## config.mk

```make
export PLATFORM = sky130hd
export DESIGN_NAME = soundex_word_encoder_core_flat
export DESIGN_NICKNAME = d
export VERILOG_FILES = /design/src/hdl/sdx_pkg.sv /design/src/hdl/sdx_char_if.sv /design/src/hdl/sdx_code_if.sv /design/src/hdl/sdx_front.sv /design/src/hdl/sdx_queue.sv /design/src/hdl/sdx_back.sv /design/src/hdl/soundex_word_encoder_core.sv /design/src/flat_wrapper.sv
export SDC_FILE = /design/constraint.sdc
export NUM_CORES = 1
export LEC_CHECK = 0
export BUFFER_PORTS_ARGS = -buffer_cell sky130_fd_sc_hd__buf_2
export CAP_MARGIN = 20
export CORE_MARGIN = 2
export CORE_UTILIZATION = 45
export DETAILED_ROUTE_END_ITERATION = 10
export GPL_TIMING_DRIVEN = 0
export PLACE_DENSITY = 0.76
export SLEW_MARGIN = 40
export SYNTH_ARGS = -nofsm -noshare
export SYNTH_HDL_FRONTEND = slang
export SYNTH_SLANG_ARGS = --single-unit
```

## constraint.sdc

```tcl
create_clock -name clk -period 2.4 [get_ports clk]
set_input_delay 0.12 -clock clk [delete_from_list [all_inputs] [get_ports clk]]
set_output_delay 0.12 -clock clk [all_outputs]
set_load 0.005 [all_outputs]
```

## src/hdl/sdx_pkg.sv

```systemverilog
// Shared types, constants and the letter class table of the Soundex encoder.
// No dependencies; the design modules refer to it by scoped names.
package sdx_pkg;

  localparam int CodeDigits = 3;
  localparam int QueueDepth = 2;
  localparam int QueuePtrW  = 1;
  localparam int QueueCntW  = 2;

  localparam logic [2:0] CLASS_NONE = 3'd0;
  localparam logic [2:0] CLASS_LABIAL = 3'd1;
  localparam logic [2:0] CLASS_SIBILANT = 3'd2;
  localparam logic [2:0] CLASS_DENTAL = 3'd3;
  localparam logic [2:0] CLASS_LATERAL = 3'd4;
  localparam logic [2:0] CLASS_NASAL = 3'd5;
  localparam logic [2:0] CLASS_RHOTIC = 3'd6;

  typedef logic [2:0] class_t;

  // One classified byte as it travels from the front to the back.
  typedef struct packed {
    logic [7:0] letter;
    class_t     cls;
    logic       last;
  } entry_t;

  function automatic logic [7:0] upper_of(input logic [7:0] c);
    logic [7:0] r;
    r = c;
    if (c inside {["a":"z"]}) begin
      r = c & 8'hDF;
    end
    return r;
  endfunction

  function automatic class_t class_of(input logic [7:0] c);
    logic [7:0] lc;
    class_t     k;
    lc = c;
    k  = CLASS_NONE;
    if (c inside {["A":"Z"]}) begin
      lc = c | 8'h20;
    end
    if (lc inside {"b", "f", "p", "v"}) begin
      k = CLASS_LABIAL;
    end else if (lc inside {"c", "g", "j", "k", "q", "s", "x", "z"}) begin
      k = CLASS_SIBILANT;
    end else if (lc inside {"d", "t"}) begin
      k = CLASS_DENTAL;
    end else if (lc == "l") begin
      k = CLASS_LATERAL;
    end else if (lc inside {"m", "n"}) begin
      k = CLASS_NASAL;
    end else if (lc == "r") begin
      k = CLASS_RHOTIC;
    end
    return k;
  endfunction

endpackage

```

## src/hdl/sdx_char_if.sv

```systemverilog
// Input channel of the Soundex encoder: one byte of a word per request.
// Depends on nothing.
interface sdx_char_if;
  logic       valid;
  logic       ready;
  logic [7:0] character;
  logic       last_of_word;

  modport source (output valid, character, last_of_word, input ready);
  modport sink (input valid, character, last_of_word, output ready);
endinterface

```

## src/hdl/sdx_code_if.sv

```systemverilog
// Output channel of the Soundex encoder: one finished code per request.
// Depends on nothing.
interface sdx_code_if;
  logic       valid;
  logic       ready;
  logic [7:0] first_letter;
  logic [2:0] digit_one;
  logic [2:0] digit_two;
  logic [2:0] digit_three;

  modport source (output valid, first_letter, digit_one, digit_two, digit_three,
                  input ready);
  modport sink (input valid, first_letter, digit_one, digit_two, digit_three,
                output ready);
endinterface

```

## src/hdl/sdx_front.sv

```systemverilog
// Front end: accepts bytes, upper-cases and classifies them for the queue.
// Depends on sdx_pkg and sdx_char_if.
module sdx_front (
  sdx_char_if.sink        chars,
  output logic            push_valid,
  output sdx_pkg::entry_t push_ent,
  input  logic            push_ready
);

  assign chars.ready     = push_ready;
  assign push_valid      = chars.valid;
  assign push_ent.letter = sdx_pkg::upper_of(chars.character);
  assign push_ent.cls    = sdx_pkg::class_of(chars.character);
  assign push_ent.last   = chars.last_of_word;

endmodule

```

## src/hdl/sdx_queue.sv

```systemverilog
// Two-entry queue of classified bytes between the front and the back.
// Depends on sdx_pkg.
module sdx_queue (
  input  logic            clk,
  input  logic            rst,
  input  logic            push_valid,
  input  sdx_pkg::entry_t push_ent,
  output logic            push_ready,
  output logic            pop_valid,
  output sdx_pkg::entry_t pop_ent,
  input  logic            pop_ready
);

  sdx_pkg::entry_t                   slots [sdx_pkg::QueueDepth];
  logic [sdx_pkg::QueuePtrW-1:0]     wr_ptr;
  logic [sdx_pkg::QueuePtrW-1:0]     rd_ptr;
  logic [sdx_pkg::QueueCntW-1:0]     count;
  logic                              push;
  logic                              pop;

  assign push_ready = (count != sdx_pkg::QueueCntW'(sdx_pkg::QueueDepth));
  assign pop_valid  = (count != '0);
  assign pop_ent    = slots[rd_ptr];
  assign push       = push_valid && push_ready;
  assign pop        = pop_valid && pop_ready;

  always_ff @(posedge clk) begin
    if (push) begin
      slots[wr_ptr] <= push_ent;
    end
  end

  always_ff @(posedge clk) begin
    if (rst) begin
      wr_ptr <= '0;
      rd_ptr <= '0;
      count  <= '0;
    end else begin
      if (push) begin
        wr_ptr <= wr_ptr + 1'b1;
      end
      if (pop) begin
        rd_ptr <= rd_ptr + 1'b1;
      end
      if (push && !pop) begin
        count <= count + sdx_pkg::QueueCntW'(1);
      end else if (pop && !push) begin
        count <= count - sdx_pkg::QueueCntW'(1);
      end
    end
  end

  a_count_bound: assert property (@(posedge clk) disable iff (rst)
    count <= sdx_pkg::QueueCntW'(sdx_pkg::QueueDepth))
    else $error("queue count beyond depth");

endmodule

```

## src/hdl/sdx_back.sv

```systemverilog
// Back end: builds the code of each word and holds it in the output register.
// Depends on sdx_pkg and sdx_code_if.
module sdx_back (
  input  logic            clk,
  input  logic            rst,
  input  logic            pop_valid,
  input  sdx_pkg::entry_t pop_ent,
  output logic            pop_ready,
  sdx_code_if.source      codes
);

  logic                  inside_word;
  logic [7:0]            kept_first;
  sdx_pkg::class_t       previous_class;
  logic [1:0]            held_count;
  sdx_pkg::class_t       held_digits [sdx_pkg::CodeDigits];

  logic                  inside_word_next;
  logic [7:0]            kept_first_next;
  sdx_pkg::class_t       previous_class_next;
  logic [1:0]            held_count_next;
  sdx_pkg::class_t       held_digits_next [sdx_pkg::CodeDigits];

  logic                  code_valid;
  logic                  pop;
  logic                  emit;

  // A word end needs the output register free (or emptied this cycle).
  assign pop_ready = !pop_ent.last || !code_valid || codes.ready;
  assign pop       = pop_valid && pop_ready;
  assign emit      = pop && pop_ent.last;

  always_comb begin
    inside_word_next    = inside_word;
    kept_first_next     = kept_first;
    previous_class_next = previous_class;
    held_count_next     = held_count;
    held_digits_next    = held_digits;
    if (!inside_word) begin
      kept_first_next     = pop_ent.letter;
      previous_class_next = pop_ent.cls;
      held_count_next     = '0;
      inside_word_next    = 1'b1;
    end else if (held_count != 2'(sdx_pkg::CodeDigits)) begin
      if (pop_ent.cls != sdx_pkg::CLASS_NONE && pop_ent.cls != previous_class) begin
        held_digits_next[held_count] = pop_ent.cls;
        held_count_next              = held_count + 2'd1;
        previous_class_next          = pop_ent.cls;
      end
    end
  end

  always_ff @(posedge clk) begin
    if (rst) begin
      inside_word    <= 1'b0;
      kept_first     <= '0;
      previous_class <= sdx_pkg::CLASS_NONE;
      held_count     <= '0;
      held_digits    <= '{default: sdx_pkg::CLASS_NONE};
    end else if (pop) begin
      if (pop_ent.last) begin
        inside_word    <= 1'b0;
        kept_first     <= '0;
        previous_class <= sdx_pkg::CLASS_NONE;
        held_count     <= '0;
        held_digits    <= '{default: sdx_pkg::CLASS_NONE};
      end else begin
        inside_word    <= inside_word_next;
        kept_first     <= kept_first_next;
        previous_class <= previous_class_next;
        held_count     <= held_count_next;
        held_digits    <= held_digits_next;
      end
    end
  end

  always_ff @(posedge clk) begin
    if (rst) begin
      code_valid <= 1'b0;
    end else if (emit) begin
      code_valid <= 1'b1;
    end else if (codes.ready) begin
      code_valid <= 1'b0;
    end
  end

  always_ff @(posedge clk) begin
    if (emit) begin
      codes.first_letter <= kept_first_next;
      codes.digit_one    <= held_digits_next[0];
      codes.digit_two    <= held_digits_next[1];
      codes.digit_three  <= held_digits_next[2];
    end
  end

  assign codes.valid = code_valid;

  a_emit_loads: assert property (@(posedge clk) disable iff (rst)
    emit |=> code_valid)
    else $error("word end did not load the output register");

  a_emit_clears: assert property (@(posedge clk) disable iff (rst)
    emit |=> !inside_word && held_count == 2'd0)
    else $error("word state not cleared after a word end");

  a_no_overwrite: assert property (@(posedge clk) disable iff (rst)
    code_valid && !codes.ready |-> !emit)
    else $error("pending code overwritten");

  a_unused_digit_zero: assert property (@(posedge clk) disable iff (rst)
    held_count != 2'd3 |-> held_digits[2] == sdx_pkg::CLASS_NONE)
    else $error("third digit set before three were held");

endmodule

```

## src/hdl/soundex_word_encoder_core.sv

```systemverilog
// Top level of the Soundex word encoder: front end, queue and back end.
// Depends on sdx_pkg, sdx_char_if, sdx_code_if, sdx_front, sdx_queue, sdx_back.
//
//   Channel  Direction  Request carries
//   chars    in         character (8 bits), last_of_word (1 bit)
//   codes    out        first_letter (8), digit_one/two/three (3 bits each)
//
// A byte is taken every cycle while the queue has room; its code digit is
// folded into the word state once the queue hands it to the back end, so a
// stream moves at one byte per cycle. The last byte of a word passes through
// the two-entry queue and then the output register on its way to its code.
// Reset (rst, synchronous) empties the queue and the output register and
// starts a new word. When codes is stalled, the back end keeps taking bytes
// until it meets the next word end, and the queue then backs up into chars.

module soundex_word_encoder_core (
  input logic        clk,
  input logic        rst,
  sdx_char_if.sink   chars,
  sdx_code_if.source codes
);

  // Front-to-queue request.
  logic            push_valid;
  logic            push_ready;
  sdx_pkg::entry_t push_ent;

  // Queue-to-back request.
  logic            pop_valid;
  logic            pop_ready;
  sdx_pkg::entry_t pop_ent;

  // Classification of each byte happens on the way in.
  sdx_front u_front (
    .chars      (chars),
    .push_valid (push_valid),
    .push_ent   (push_ent),
    .push_ready (push_ready)
  );

  // The queue lets the front keep accepting while the back waits on codes.
  sdx_queue u_queue (
    .clk        (clk),
    .rst        (rst),
    .push_valid (push_valid),
    .push_ent   (push_ent),
    .push_ready (push_ready),
    .pop_valid  (pop_valid),
    .pop_ent    (pop_ent),
    .pop_ready  (pop_ready)
  );

  // The back end owns the word state and the registered result.
  sdx_back u_back (
    .clk       (clk),
    .rst       (rst),
    .pop_valid (pop_valid),
    .pop_ent   (pop_ent),
    .pop_ready (pop_ready),
    .codes     (codes)
  );

endmodule
```

## src/flat_wrapper.sv

```systemverilog
// flat-port wrapper written by rule: the top's interface ports become plain ports
module soundex_word_encoder_core_flat 
  (clk, rst, chars_valid, chars_character, chars_last_of_word, chars_ready, codes_valid, codes_first_letter, codes_digit_one, codes_digit_two, codes_digit_three, codes_ready);
  sdx_char_if chars_i ();
  sdx_code_if codes_i ();
  input logic clk;
  input logic rst;
  input wire logic [$bits(chars_i.valid)-1:0] chars_valid;
  input wire logic [$bits(chars_i.character)-1:0] chars_character;
  input wire logic [$bits(chars_i.last_of_word)-1:0] chars_last_of_word;
  output wire logic [$bits(chars_i.ready)-1:0] chars_ready;
  output wire logic [$bits(codes_i.valid)-1:0] codes_valid;
  output wire logic [$bits(codes_i.first_letter)-1:0] codes_first_letter;
  output wire logic [$bits(codes_i.digit_one)-1:0] codes_digit_one;
  output wire logic [$bits(codes_i.digit_two)-1:0] codes_digit_two;
  output wire logic [$bits(codes_i.digit_three)-1:0] codes_digit_three;
  input wire logic [$bits(codes_i.ready)-1:0] codes_ready;
  assign chars_i.valid = chars_valid;
  assign chars_i.character = chars_character;
  assign chars_i.last_of_word = chars_last_of_word;
  assign chars_ready = chars_i.ready;
  assign codes_valid = codes_i.valid;
  assign codes_first_letter = codes_i.first_letter;
  assign codes_digit_one = codes_i.digit_one;
  assign codes_digit_two = codes_i.digit_two;
  assign codes_digit_three = codes_i.digit_three;
  assign codes_i.ready = codes_ready;
  soundex_word_encoder_core u_core (.clk(clk), .rst(rst), .chars(chars_i), .codes(codes_i));
endmodule
```

Word-level counts from Yosys, hierarchy flattened

Memories as Yosys holds them, arrays and structs flattened. A register that Yosys moved wholly into a read port is not among the register bits.
Index checks and enable logic that the tools add are counted.

Bitwise logic cells: 1
Mux-type cells: 34
$lt $le $gt $ge: 6
$add $sub $neg: 5
Reduce and logical (&&, ||, !) cells: 24
Equality and inequality tests: 23

Operators by type and width:

| operator                                                                          | number |
|---|---|
| 8-bit by 7-bit equality test with 1-bit output (second input constant)            | 18 |
| 9-bit two-way mux                                                                 | 4 |
| 3-bit two-way mux                                                                 | 11 |
| 8-bit by 7-bit >= comparator with 1-bit output (second input constant)            | 2 |
| 8-bit by 7-bit less-or-equal comparator with 1-bit output (second input constant) | 2 |
| 8-bit two-way mux                                                                 | 2 |
| 2-bit two-way mux                                                                 | 6 |
| 6-bit two-way mux                                                                 | 2 |
| 2-bit nonzero test                                                                | 5 |
| 9-bit bitwise mux                                                                 | 1 |
| 1-bit logical AND                                                                 | 9 |
| 8-bit nonzero test                                                                | 1 |
| 1-bit two-way mux                                                                 | 7 |
| 3-bit demux with 2-bit select                                                     | 1 |
| 3-bit by 2-bit inequality test with 1-bit output (second input constant)          | 2 |
| 2-bit by 1-bit adder with 2-bit output (second input constant)                    | 2 |
| 1-bit zero test                                                                   | 4 |
| 2-bit inequality test (second input constant)                                     | 2 |
| 4-bit nonzero test                                                                | 1 |
| 3-bit >= comparator (second input constant)                                       | 1 |
| 3-bit by 1-bit less-than comparator with 1-bit output (second input constant)     | 1 |
| 3-bit inequality test                                                             | 1 |
| 2-bit NOT with 3-bit output                                                       | 1 |
| 3-bit AND reduction                                                               | 1 |
| 4 further kinds                                                                   | 6 |

Bits in writable memories: 24
Input bits: 13
Word-level logic and storage cells: 109
Output and inout bits: 19
Bits in registers: 45
Memories: 1

Memories:

| name                 | depth | bits a word | rd ports | clocked after Yosys merged registers in | wr ports | line            | source |
|---|---|---|---|---|---|---|---|
| u_core.u_queue.slots | 2     | 12          | 1        | 1                                       | 1        | sdx_queue.sv:14 | `sdx_pkg::entry_t slots [sdx_pkg::QueueDepth];` |

Depth between registers and ports, before layout

Word-level depth: 10
Depth in mapped cells: 9

Hierarchy

From an unflattened synthesis, not the netlist that was laid out.

Cells, all modules: 287
Area total of the unflattened synthesis: 3304.4 µm²

Modules (own cells, without submodules):

| module    | times used | sequential area each (µm²) | cells each | area each (µm²) |
|---|---|---|---|---|
| sdx_back  | 1          | 991.0                      | 186        | 1954.4 |
| sdx_queue | 1          | 820.8                      | 61         | 1083.5 |
| sdx_front | 1          | 0.0                        | 40         | 266.5 |

Least setup slack after synthesis

No wires, ideal clock.

Path type: reg-to-reg
Start: register with a tool-made name
End: register u_core.u_queue.count[1] (netlist bit)
Clock period less this slack: 2.295 ns
Data required time: 2.329 ns
Slack: 0.105 ns
Buffers on the path: 2
Arrival time: 2.225 ns
Stages on the path, launching flop included: 9
Cells stage by stage: dfxtp_1 > buf_6 > mux2i_2 > o22a_1 > inv_1 > clkbuf_1 > ha_1 > or3_1 > a21oi_1

RTL lines:

| what                 | line            | source |
|---|---|---|
| end signal, assigned | sdx_queue.sv:46 | `count <= count + sdx_pkg::QueueCntW'(1);` |
| end signal, assigned | sdx_queue.sv:48 | `count <= count - sdx_pkg::QueueCntW'(1);` |
| end, declared        | sdx_queue.sv:17 | `logic [sdx_pkg::QueueCntW-1:0] count;` |

==> report_table.html <==
<table>
<tr><th>Metric</th><th>Value</th></tr>
<tr><th colspan="2">Synth</th></tr>
<tr><td>Flip-flop and latch count after synthesis</td><td>70</td></tr>
<tr><td>Cell area after synthesis</td><td>3120 µm²</td></tr>
<tr><td>Mapped Nets</td><td>272</td></tr>
<tr><td>Mean post-synth cell area</td><td>12.3 µm²</td></tr>
<tr><td>Synthesis Warnings</td><td>0</td></tr>
<tr><td>Post-synth EDFFs</td><td>41</td></tr>
<tr><td>Sequential-to-total area share from yosys stat</td><td>58.0%</td></tr>
<tr><td>Most instantiated flip-flop cell in the synthesis netlist</td><td>sky130_fd_sc_hd__edfxtp_1</td></tr>
<tr><td>Synthesized netlist cell count</td><td>254</td></tr>
<tr><td>Unique masters post-synth</td><td>46</td></tr>
<tr><td>Async S/R FF share, synth</td><td>0%</td></tr>
<tr><th colspan="2">Place</th></tr>
<tr><td>Worst setup timing slack at the placement stage</td><td>-0.376 ns</td></tr>
<tr><td>Gp weighted congestion</td><td>0.768</td></tr>
<tr><td>Count of buffers inserted at the top-level ports</td><td>31</td></tr>
<tr><td>Count of placed standard cells including taps</td><td>365</td></tr>
<tr><td>Estimated wirelength of the detail-placed design</td><td>3.89 mm</td></tr>
<tr><th colspan="2">Clock network</th></tr>
<tr><td>Cts bufs inserted</td><td>9</td></tr>
<tr><td>Clock-pin slew on the worst setup and hold paths</td><td>0.07 ns</td></tr>
<tr><td>Clock latency of the later-clocked register in the worst-skew pair</td><td>0.35 ns</td></tr>
<tr><td>Count of clock tree sinks</td><td>70</td></tr>
<tr><td>CTS tree</td><td>built</td></tr>
<tr><td>Maximum buffer depth of the clock tree</td><td>2</td></tr>
<tr><td>Library cell used as clock root buffer</td><td>sky130_fd_sc_hd__clkbuf_8</td></tr>
<tr><td>CTS H-tree depth</td><td>3</td></tr>
<tr><th colspan="2">Global routing</th></tr>
<tr><td>Total congestion overflow after global routing</td><td>0</td></tr>
<tr><td>Pin count of the biggest net entering global routing</td><td>18</td></tr>
<tr><td>Number of antenna violations at the first check in global routing</td><td>0</td></tr>
<tr><td>GRT Util Overall</td><td>16.0%</td></tr>
<tr><td>Via count of the first global-routing pass</td><td>1944</td></tr>
<tr><td>Wire length of the first global-routing pass</td><td>9.24 mm</td></tr>
<tr><th colspan="2">Power and ir drop</th></tr>
<tr><td>Leakage power summed over all cells</td><td>1.33 nW</td></tr>
<tr><td>Worst vdd ir</td><td>0.000419 V</td></tr>
<tr><td>Total power per unit cell area</td><td>1040 nW/µm²</td></tr>
<tr><th colspan="2">Detailed routing</th></tr>
<tr><td>Routed WL</td><td>5.75 mm</td></tr>
<tr><td>Starting DRC count in detailed routing</td><td>86</td></tr>
<tr><td>Total via count in the routed design</td><td>2093</td></tr>
<tr><td>Number of search-and-repair iterations in the first detailed-routing pass</td><td>5</td></tr>
<tr><td>Remaining antenna violation count</td><td>0</td></tr>
<tr><td>Post-route DRC</td><td>0</td></tr>
<tr><td>Per-cell routed wire length</td><td>14.9 µm</td></tr>
<tr><td>Per-cell via count in the routed design</td><td>5.41</td></tr>
<tr><th colspan="2">Cells and area</th></tr>
<tr><td>Share of final-layout standard cells stronger than drive strength 1</td><td>24.8%</td></tr>
<tr><td>Sequential cell area</td><td>1810 µm²</td></tr>
<tr><td>Total of fill cells in the finished design</td><td>575</td></tr>
<tr><td>Layout Nets</td><td>320</td></tr>
<tr><td>Multi-input logic area</td><td>1250 µm²</td></tr>
<tr><td>Antenna diodes</td><td>0</td></tr>
<tr><td>Layout overhead on the synthesized area</td><td>16.8%</td></tr>
<tr><td>Post-route non-filler standard cell count</td><td>387</td></tr>
<tr><th colspan="2">Run</th></tr>
<tr><td>Max Cap Violations</td><td>0</td></tr>
<tr><th colspan="2">Floorplanning</th></tr>
<tr><td>Die area</td><td>7630 µm²</td></tr>
<tr><td>Boundary pin count</td><td>32</td></tr>
<tr><td>Overall die height</td><td>87.3 µm</td></tr>
<tr><td>Row Count</td><td>30</td></tr>
<tr><td>Horizontal die dimension</td><td>87.3 µm</td></tr>
<tr><td>Initial standard-cell utilization of the core</td><td>46.2%</td></tr>
<tr><td>Std-Cell Core Area</td><td>6760 µm²</td></tr>
<tr><th colspan="2">Setup path</th></tr>
<tr><td>Critical Path Slowest Stage Cell</td><td>sky130_fd_sc_hd__nor3b_4</td></tr>
<tr><td>Category of the critical setup timing path</td><td>flip-flop to flip-flop</td></tr>
<tr><td>Critical path launch point type</td><td>flip-flop</td></tr>
<tr><td>Type of element capturing the critical path</td><td>flip-flop</td></tr>
<tr><td>Destination of the worst register-to-register timing path</td><td>u_core.u_back.codes.digit_three[1]$_DFFE_PP_</td></tr>
<tr><td>CP Buf/Inv Count</td><td>1</td></tr>
<tr><td>Kind of cell with the highest combined delay on the critical path</td><td>multiplexers</td></tr>
<tr><td>Worst setup slack for register-to-register paths</td><td>0.09 ns</td></tr>
<tr><td>Worst reg2reg path depth</td><td>6</td></tr>
<tr><td>CP Data Required Time</td><td>2.50 ns</td></tr>
<tr><td>CP max FO</td><td>6</td></tr>
<tr><td>Critical path data arrival time</td><td>2.41 ns</td></tr>
<tr><td>Max stage delay on crit path</td><td>0.43 ns</td></tr>
<tr><td>CP cell instances</td><td>buf_6 &gt; mux2_4 &gt; xor2_4 &gt; o311ai_4 &gt; nor3b_4 &gt; mux2_2</td></tr>
<tr><th colspan="2">Min path</th></tr>
<tr><td>Min-delay src</td><td>rst</td></tr>
<tr><td>Worst min-delay path category</td><td>input pin to flip-flop</td></tr>
<tr><td>Hold Path Depth</td><td>2</td></tr>
<tr><td>Hold EP</td><td>u_core.u_back.previous_class[0]$_SDFFE_PP0P_</td></tr>
<tr><th colspan="2">STA</th></tr>
<tr><td>Fin worst setup slack</td><td>0.0902 ns</td></tr>
<tr><td>Worst-Margin Slew</td><td>0.611 ns</td></tr>
<tr><td>Largest clock skew in the final design</td><td>0.0105 ns</td></tr>
<tr><td>Unrepaired setup endpoints after global routing</td><td>false</td></tr>
<tr><td>Number of failing setup endpoints in the final timing report</td><td>0</td></tr>
<tr><td>Max-slew violation count</td><td>0</td></tr>
<tr><td>Share of the cycle needed by the critical path after routing</td><td>96.2%</td></tr>
<tr><td>Fin crit period</td><td>2.31 ns</td></tr>
<tr><td>Relative slew margins</td><td>59.2%</td></tr>
<tr><td>Post-Route Hold Slack</td><td>0.0293 ns</td></tr>
<tr><td>Max Clock Freq</td><td>433 MHz</td></tr>
<tr><td>Number of hold violations in the final report</td><td>0</td></tr>
<tr><th colspan="2">Run status</th></tr>
<tr><td>Status</td><td>finished clean</td></tr>
</table>
[layer usage]
layer	up-vias	GRT usage [%]	part of all wire, %
met3	14	2.94	3.3
met1	994	19.4	45
met5	-	0	0
li1	1028	-	-
met2	57	26.4	49
met4	0	9.23	2.5
[cells in the final DEF (no fill, tap or decap), types with 8 or more instances in the layout]
cell,Yosys,final
sky130_fd_sc_hd__a21oi_1,12,12
sky130_fd_sc_hd__a22oi_1,8,8
sky130_fd_sc_hd__buf_2,1,32
sky130_fd_sc_hd__clkbuf_1,9,9
sky130_fd_sc_hd__clkbuf_8,0,10
sky130_fd_sc_hd__dfxtp_1,29,29
sky130_fd_sc_hd__edfxtp_1,41,41
sky130_fd_sc_hd__inv_1,8,8
sky130_fd_sc_hd__mux2_2,9,9
sky130_fd_sc_hd__mux2i_1,8,8
sky130_fd_sc_hd__nand2_1,19,19
sky130_fd_sc_hd__nor2_1,20,18
sky130_fd_sc_hd__o21ai_0,19,19
[cell usage after synthesis (all sizes together) (4+ instances only)]
library cell / instances / area (µm²)
edfxtp: 41 / 1230
a22oi: 8 / 60.1
nor2: 20 / 75.1
inv: 8 / 30.0
nand2: 19 / 71.3
o21ai: 22 / 121
a21oi: 12 / 60.1
dfxtp: 29 / 581
clkbuf: 9 / 33.8
xor2: 6 / 90.1
nor3b: 4 / 51.3
nor2b: 6 / 37.5
nand2b: 5 / 31.3
ha: 5 / 62.6
mux2i: 9 / 93.8
mux2: 12 / 146
a22o: 6 / 52.6
[power by group]
part	internal, mW	switching [mW]	leakage (nW)
Clock	0.403	0.445	0.0857
Sequential	1.57	0.0907	0.623
Combinational	0.497	0.808	0.620
[final cells by class]
cell class | instances | share of cell area, %
tap | 80 | 2.74
clock buffer | 11 | 3.87
inverter | 8 | 0.823
sequential | 70 | 49.6
timing repair buffer | 38 | 6.10
multi-input combinational | 164 | 34.3
buffer | 11 | 1.58
clock inverter | 5 | 0.926
[logic make-up after synthesis]
kind of cell | after synthesis | share of synthesized area [%]
flip-flops | 70 | 58.0
AND/OR/NAND/NOR | 66 | 11.1
AO/OA/AOI/OAI | 65 | 15.2
multiplexers | 21 | 7.69
buffers and inverters | 20 | 2.92
XOR/XNOR | 7 | 3.16
adder cells (fa/ha/maj) | 5 | 2.00
[worst max path at each step]
stage / startpoint / end / slack [ns] / cells after the start
finish: flip-flop / u_core.u_back.codes.digit_three[1]$_DFFE_PP_ / 0.09 / 6
global route: flip-flop / u_core.u_queue.count[1]$_SDFFE_PP0P_ / 0.02 / 7
CTS: flip-flop / u_core.u_back.codes.digit_three[1]$_DFFE_PP_ / 0.07 / 6
detailed placement: flip-flop / u_core.u_queue.count[1]$_SDFFE_PP0P_ / -0.38 / 8
global placement: flip-flop / u_core.u_queue.count[1]$_SDFFE_PP0P_ / -0.27 / 8
floorplan: flip-flop / u_core.u_queue.count[1]$_SDFFE_PP0P_ / 0.10 / 8
[timing repair]
action	in CTS	in global routing
buffers inserted	1	0
setup endpoints to repair	6	0
gates resized for setup	3	0
hold endpoints to repair	12	0
hold buffers	6	0
[registers in the layout, summed over array words and instances, names as in the netlist, named ones only]
| register | count |
|---|---|
| u_core.u_queue.wr_ptr | 1 |
| u_core.u_back.codes.digit_two | 3 |
| u_core.u_queue.rd_ptr | 1 |
| u_core.u_queue.count | 2 |
| u_core.u_back.codes.first_letter | 8 |
| u_core.u_back.kept_first | 8 |
| u_core.u_back.codes.valid | 1 |
| u_core.u_back.codes.digit_one | 3 |
| u_core.u_back.previous_class | 3 |
| u_core.u_back.codes.digit_three | 3 |
| u_core.u_back.held_count | 2 |
| u_core.u_queue.slots | 24 |
| u_core.u_back.held_digits | 9 |
| u_core.u_back.inside_word | 1 |
[through the flow]
| stage | setup TNS, ns | cell area, µm² | util [%] | power [mW] |
|---|---|---|---|---|
| after floorplan | 0 | 3120 | - | 2.61 |
| after global placement | -0.320 | 3380 | 50.0 | 2.91 |
| after CTS | 0 | 3640 | 53.9 | 3.84 |
| after detailed placement | -0.521 | 3380 | 50.1 | 2.96 |
| after global routing | 0 | 3650 | 54.0 | 4.05 |
| final | 0 | 3650 | 54.0 | 3.81 |
Note: power is estimated with default switching activity, not from simulation.
